===== src/design/afc_pkg.sv =====
`default_nettype none

package afc_pkg;

  // Coordinate, distance and normal component width (Q12.4 / Q1.14)
  localparam int unsigned COORD_W     = 16;
  localparam int unsigned NORM_FRAC_W = 14;

  // Plane registers and planes tested
  localparam int unsigned PLANE_REGS = 6;
  localparam int unsigned NUM_PLANES = 6;
  localparam int unsigned NUM_CELLS  = (NUM_PLANES < PLANE_REGS) ? NUM_PLANES : PLANE_REGS;
  localparam int unsigned CFG_IDX_W  = $clog2(PLANE_REGS);
  localparam int unsigned CFG_DATA_W = 4 * COORD_W;

  // Register stages inside one cell, and end-to-end latency
  localparam int unsigned CELL_STAGES = 2;
  localparam int unsigned PIPE_LAT    = CELL_STAGES * NUM_CELLS;

  // Product of a normal and a coordinate, and the sum of three of them
  localparam int unsigned PROD_W = 2 * COORD_W;
  localparam int unsigned SUM_W  = PROD_W + 2;

  // Packed plane register: distance in the top field, normal x at the bottom
  typedef struct packed {
    logic signed [COORD_W-1:0] distance;
    logic signed [COORD_W-1:0] nz;
    logic signed [COORD_W-1:0] ny;
    logic signed [COORD_W-1:0] nx;
  } afc_plane_t;

  typedef struct packed {
    logic signed [COORD_W-1:0] min_x;
    logic signed [COORD_W-1:0] min_y;
    logic signed [COORD_W-1:0] min_z;
    logic signed [COORD_W-1:0] max_x;
    logic signed [COORD_W-1:0] max_y;
    logic signed [COORD_W-1:0] max_z;
  } afc_box_t;

  // What one cell hands to the next
  typedef struct packed {
    logic     valid;
    logic     vis;
    afc_box_t box;
  } afc_tok_t;

endpackage

`default_nettype wire


===== src/design/afc_cell.sv =====
`default_nettype none

module afc_cell (
  input  wire logic              clk_i,
  input  wire logic              rst_ni,
  input  wire afc_pkg::afc_plane_t plane_i,
  input  wire afc_pkg::afc_tok_t   tok_i,
  output afc_pkg::afc_tok_t        tok_o
);

  // n*C + |n|*E reduces to 2*n*max for n >= 0 and 2*n*min for n < 0,
  // so pick one corner per axis and drop the common factor two.
  logic signed [afc_pkg::COORD_W-1:0] sel_x, sel_y, sel_z;
  logic signed [afc_pkg::PROD_W-1:0]  prod_x_d, prod_y_d, prod_z_d;

  logic                               s1_valid_q;
  logic                               s1_vis_q;
  afc_pkg::afc_box_t                  s1_box_q;
  logic signed [afc_pkg::PROD_W-1:0]  s1_prod_x_q, s1_prod_y_q, s1_prod_z_q;
  logic signed [afc_pkg::COORD_W-1:0] s1_dist_q;

  logic signed [afc_pkg::SUM_W-1:0]   sum;
  logic signed [afc_pkg::SUM_W-1:0]   thresh;
  logic                               pass;

  logic                               s2_valid_q;
  logic                               s2_vis_q;
  afc_pkg::afc_box_t                  s2_box_q;

  always_comb begin
    sel_x    = plane_i.nx[afc_pkg::COORD_W-1] ? tok_i.box.min_x : tok_i.box.max_x;
    sel_y    = plane_i.ny[afc_pkg::COORD_W-1] ? tok_i.box.min_y : tok_i.box.max_y;
    sel_z    = plane_i.nz[afc_pkg::COORD_W-1] ? tok_i.box.min_z : tok_i.box.max_z;
    prod_x_d = plane_i.nx * sel_x;
    prod_y_d = plane_i.ny * sel_y;
    prod_z_d = plane_i.nz * sel_z;
  end

  // Stage one: products
  always_ff @(posedge clk_i or negedge rst_ni) begin
    if (!rst_ni) begin
      s1_valid_q <= 1'b0;
    end else begin
      s1_valid_q <= tok_i.valid;
    end
  end

  always_ff @(posedge clk_i) begin
    s1_vis_q    <= tok_i.vis;
    s1_box_q    <= tok_i.box;
    s1_prod_x_q <= prod_x_d;
    s1_prod_y_q <= prod_y_d;
    s1_prod_z_q <= prod_z_d;
    s1_dist_q   <= plane_i.distance;
  end

  // Stage two: sum and compare against distance scaled to the product format
  always_comb begin
    sum = $signed({{2{s1_prod_x_q[afc_pkg::PROD_W-1]}}, s1_prod_x_q})
        + $signed({{2{s1_prod_y_q[afc_pkg::PROD_W-1]}}, s1_prod_y_q})
        + $signed({{2{s1_prod_z_q[afc_pkg::PROD_W-1]}}, s1_prod_z_q});
    thresh = $signed({{(afc_pkg::SUM_W - afc_pkg::COORD_W - afc_pkg::NORM_FRAC_W)
                       {s1_dist_q[afc_pkg::COORD_W-1]}},
                      s1_dist_q, {afc_pkg::NORM_FRAC_W{1'b0}}});
    pass = (sum >= thresh);
  end

  always_ff @(posedge clk_i or negedge rst_ni) begin
    if (!rst_ni) begin
      s2_valid_q <= 1'b0;
    end else begin
      s2_valid_q <= s1_valid_q;
    end
  end

  always_ff @(posedge clk_i) begin
    s2_vis_q <= s1_vis_q & pass;
    s2_box_q <= s1_box_q;
  end

  assign tok_o.valid = s2_valid_q;
  assign tok_o.vis   = s2_vis_q;
  assign tok_o.box   = s2_box_q;

  // A box rejected upstream never comes back as visible.
  a_vis_sticky : assert property (@(posedge clk_i) disable iff (!rst_ni)
    s1_valid_q && !s1_vis_q |=> !s2_vis_q)
    else $error("afc_cell: rejected box turned visible");

  // An all-zero plane always passes.
  a_zero_plane : assert property (@(posedge clk_i) disable iff (!rst_ni)
    s1_valid_q && s1_prod_x_q == '0 && s1_prod_y_q == '0 && s1_prod_z_q == '0
      && s1_dist_q == '0 |=> s2_vis_q == $past(s1_vis_q))
    else $error("afc_cell: zero plane rejected a box");

  // Valid walks through the stage-one and then the stage-two register.
  a_valid_walk : assert property (@(posedge clk_i) disable iff (!rst_ni)
    tok_i.valid |=> ##1 s2_valid_q)
    else $error("afc_cell: token lost inside cell");

endmodule

`default_nettype wire


===== config.mk =====
export PLATFORM = sky130hd
export DESIGN_NAME = afc_cell
export DESIGN_NICKNAME = d
export VERILOG_FILES = /design/src/design/afc_pkg.sv /design/src/design/afc_cell.sv
export SDC_FILE = /design/constraint.sdc
export NUM_CORES = 2
export LEC_CHECK = 0
export ABC_AREA = 1
export BUFFER_PORTS_ARGS = -buffer_cell sky130_fd_sc_hd__buf_2
export CELL_PAD_IN_SITES_DETAIL_PLACEMENT = 0
export CELL_PAD_IN_SITES_GLOBAL_PLACEMENT = 1
export CORE_ASPECT_RATIO = 0.5
export CORE_UTILIZATION = 30
export CTS_CLUSTER_DIAMETER = 50
export DETAILED_ROUTE_END_ITERATION = 8
export PLACE_DENSITY = 0.55
export REMOVE_ABC_BUFFERS = 1
export SETUP_SLACK_MARGIN = 0.05
export SLEW_MARGIN = 10
export SYNTH_ARGS = -nofsm -noshare
export SYNTH_HDL_FRONTEND = slang
export SYNTH_SLANG_ARGS = --single-unit

===== constraint.sdc =====
create_clock -name clk_i -period 5.4 [get_ports clk_i]
set_clock_uncertainty 0.2 [all_clocks]
set_input_delay 0.81 -clock clk_i [delete_from_list [all_inputs] [get_ports clk_i]]
set_output_delay 0.81 -clock clk_i [all_outputs]
set_load 0.03 [all_outputs]

== Word level (Yosys, flattened, before mapping) ==
Cells that the tools add are included.
Widths: inputs -> output; s select.
Word-level totals
  bits in registers: 308
  bits of input ports: 164
  output and inout bits: 98
  logic and storage cells: 30
Cells by class
  mux-type cells: 3
  multiply operators: 3
  bitwise operators: 1
  add/sub/neg operators: 2
  magnitude comparators: 1
Operators with widths (count)
  $mul 16x16->32: 3
  $mux 16: 3
  $add 33x32->34: 1
  $ge 34x30->1: 1
  $add 32x32->33: 1
  $and 1x1->1: 1

== Depth between registers and ports, before layout ==
  word-level depth: 4
  mapped depth: 30
  gate-level depth less buffers: 27

== Worst setup path before layout ==
OpenSTA, ideal clock, no wires.
  kind: input to register
  start point: in plane_i[47] (netlist bit)
  end point: reg s1_prod_z_q[30] (netlist bit)
  setup time: 0.112 ns
  data required time: 5.088 ns
  setup slack: -1.016 ns
  path buffers: 3
  data arrival time: 6.104 ns
  cell stages on the path: 25
  path through: buf_2 inv_2 buf_2 a21oi_1 buf_2 nor2_1 fa_1 inv_1 fa_1 fa_1 inv_1 fa_1 fa_1 inv_1 fa_1 inv_1 ha_1 a21oi_1 a21boi_0 nand2_1 a31oi_1 or2_1 nand2_1 nand2_1 nand2_1
On the way
  word-level cells in the longest chain between the ends: 2
Ends and longest elaborated chain
  start: declaration: RTL line afc_cell.sv:6  | input wire afc_pkg::afc_plane_t plane_i,
  $mux 16: RTL line afc_cell.sv:33  | sel_z = plane_i.nz[afc_pkg::COORD_W-1] ? tok_i.box.min_z : tok_i.box.max_z;
  $mul 16x16->32 (*): RTL line afc_cell.sv:36  | prod_z_d = plane_i.nz * sel_z;
  named net prod_z_d, one bit: RTL line afc_cell.sv:14  | logic signed [afc_pkg::PROD_W-1:0] prod_x_d, prod_y_d, prod_z_d;
  end signal: assignment: RTL line afc_cell.sv:53  | s1_prod_z_q <= prod_z_d;
  end: declaration: RTL line afc_cell.sv:19  | logic signed [afc_pkg::PROD_W-1:0] s1_prod_x_q, s1_prod_y_q, s1_prod_z_q;
Mark *: on every way through the listed nets, which the timed path passes. The rest lies on a longest branch.

== Final worst setup path ==
  start point: in plane_i[31] (netlist bit)
  end point: reg s1_prod_y_q[23] (netlist bit)
On the way
  word-level cells in the longest chain between the ends: 2
Ends and longest elaborated chain
  $mux 16: RTL line afc_cell.sv:32  | sel_y = plane_i.ny[afc_pkg::COORD_W-1] ? tok_i.box.min_y : tok_i.box.max_y;
  $mul 16x16->32 (*): RTL line afc_cell.sv:35  | prod_y_d = plane_i.ny * sel_y;
  named net prod_y_d, one bit: RTL line afc_cell.sv:14
  end signal: assignment: RTL line afc_cell.sv:52  | s1_prod_y_q <= prod_y_d;
  end: declaration: RTL line afc_cell.sv:19
Marked as above.

==> impl_metrics.ini <==
[timing]
worst_slew_pin_slew_ns = 0.492
rsz0062_at_grt = true
finalMaxSlewViolations = 0
final.period_utilization = 1.09
setup_violations = 62
period_minus_slack_ns = 5.90
fmax_mhz = 169
timing.final.ws_setup_ns = -0.502
finalHoldViolations = 0
relSlewSlack = 0.671

[die]
fp-row-count = 93
start_util = 0.304
die_area_um2 = 133000
io_pins = 262
die_height_um = 258
coreArea_um2 = 130000
die_w_um = 515

[setup_path]
cp.arrival_ns = 6.22
critPathCaptureType = flop
r2r_start = s1_prod_z_q[1]$_DFF_P_
path_max_fanout = 7
startpoint = plane_i[31]
critPathBufInv = 11
crit_family = adder cells
ff2ff_setup_slack_ns = 1.03
cp_slowest_stage_delay_ns = 0.56
startpoint_type = input pin
critPathRequiredTime_ns = 5.72
critical_path_class = in2reg
slowest_stage = fa_2

[synth]
synth_top_area_share = 0.416
ys_top_cells_by_count = 1083 x inv_1, 819 x fa_1, 710 x nand2_1, 506 x nor2_1, 306 x dfxtp_1
ys_warn_count = 0
synth_area_um2 = 39500
ys_ff_latch = 308
synth_edf_count = 0
synthDistinctLibCells = 51
ys_seq_area_frac = 0.157
synth_area_leaders = fa_1 42%, dfxtp_1 16%, inv_1 10%
yosys.area.top_type = fa_1
synth_cells = 4459
async_reset_ff_frac = 0.00649
synth.most_common_cell = inv_1
synth_ff_type = dfxtp_1
syn_avg_cell_area_um2 = 8.85

[clock_network]
cts.clk_slew.worst_paths_ns = 0.07
clock_tree.buffer_depth = 3
clock-sinks = 308
cts_tree = yes
ctsHtreeMaxLevel = 2
worstSkewPairLatency_ns = 0.62
cts_root_buffer = clkbuf_16
numCtsBuffers = 39

[routing]
drc = 0
viasPerCell = 4.41
wl_um = 131000
firstDrtPassIters = 5
wl_per_cell_um = 17.7
ant_nets = 0
vias = 32599
dr.first_iter.drc_count = 1608

[worst_hold_path]
hold_path_class = in2reg
min_from = plane_i[59]

[layout]
fin_nets = 6883
fin_area_um2 = 56900
diodes = 0
syn_to_final_growth_pct = 44.2
drive_above_1_share = 0.390

[outcome]
violations = setup timing
status = finished, violations left

[global_routing]
grt_pass1_wl_um = 205000
antenna_found_initial = 1
grt_pass1_vias = 36040
grt_usage = 0.200
grt_max_degree = 17
grt_remaining_overflow = 0

[placement]
dpl.hpwl_um = 112000
post_dp_cell_area_um2 = 48700
place_congestion = 0.901
port_buffers = 261

[job]
maxCapViolations = 0
-- metal layers --
layer | wire [um] | global-route usage
met5 | 0 | 0
met2 | 60800 | 0.328
met4 | 3620 | 0.0540
met3 | 6160 | 0.0332
met1 | 60100 | 0.274
-- cells in the final DEF (no fill, tap or decap), types with 57 or more instances in the layout --
| cell type | Yosys | final |
|---|---|---|
| buf_6 | 0 | 146 |
| buf_2 | 45 | 258 |
| ha_1 | 298 | 225 |
| nor2_1 | 506 | 383 |
| ha_4 | 0 | 66 |
| a21oi_2 | 16 | 57 |
| nand2_4 | 0 | 59 |
| nand2_2 | 16 | 111 |
| inv_2 | 8 | 159 |
| fa_1 | 819 | 730 |
| fa_2 | 0 | 89 |
| nor2_2 | 5 | 67 |
| inv_1 | 1083 | 894 |
| dfxtp_1 | 306 | 306 |
| buf_4 | 4 | 717 |
| nand2_1 | 710 | 542 |
| a21oi_1 | 159 | 64 |
| nor2_4 | 2 | 63 |
-- cell families (layout without fill, tap and decap cells) --
| group | Yosys count | in the layout | synth area share |
|---|---|---|---|
| AND/OR/NAND/NOR | 1392 | 1392 | 0.143 |
| buffers and inverters | 1203 | 2376 | 0.116 |
| adder cells (fa/ha/maj) | 1117 | 1117 | 0.510 |
| AO/OA/AOI/OAI | 319 | 319 | 0.0477 |
| flip-flops | 308 | 308 | 0.157 |
| XOR/XNOR | 120 | 120 | 0.0266 |
-- registers in the layout, indices dropped and copies added (netlist names) --
register     flops
s1_box_q        96
tok_o           96
s1_prod_x_q     32
s1_prod_y_q     32
s1_prod_z_q     32
s1_dist_q       16
s1_valid_q       1
s1_vis_q         1
s2_valid_q       1
s2_vis_q         1
-- through the flow --
step / hold slack [ns] / instances / util / setup WS [ns] / setup TNS, ns
final: 0.0923 / 7389 / 0.439 / -0.502 / -18.48
after global routing: 0.0472 / 7389 / 0.439 / -0.623 / -26.68
after CTS: 0.0344 / 7320 / 0.419 / -0.438 / -13.38
after detailed placement: 0.112 / 7151 / 0.376 / -1.74 / -94.57
after global placement: 0.110 / 7151 / 0.376 / -1.79 / -95.17
after floorplan: 0.110 / 4371 / - / -0.996 / -50.92
-- area by class of cell --
cell class	instances	area, um^2
Timing Repair inverter	1	7.51
Sequential cell	308	6180
Tap cell	1757	2200
Inverter	1115	4350
Clock inverter	25	277
Clock buffer	46	1040
Timing Repair Buffer	1189	9660
Fill cell	12755	72700
Multi-Input combinational cell	2948	33200
-- path summary, 6_finish.rpt --
kind | cells past startpoint | end
worst max-delay path | 26 | s1_prod_y_q[23]$_DFF_P_
worst min-delay path | 1 | s1_dist_q[11]$_DFF_P_
worst max register to register | 25 | s2_vis_q$_DFF_P_
worst min register to register | 0 | tok_o[54]$_DFF_P_
max in group asynchronous | 2 | s2_valid_q$_DFF_PN0_
min in group asynchronous | 2 | s1_valid_q$_DFF_PN0_
-- what timing repair did --
action	CTS	global route
gates cloned	8	4
pin swaps	319	392
hold buffers	1	0
endpoints found under the setup margin	71	72
gates resized for setup	897	541
buffers inserted	94	85
endpoints found under the hold margin	2	0
Power is left out: the tool's default activity adds up to more than one toggle a clock period on the data nets, which glitch-free logic cannot reach.
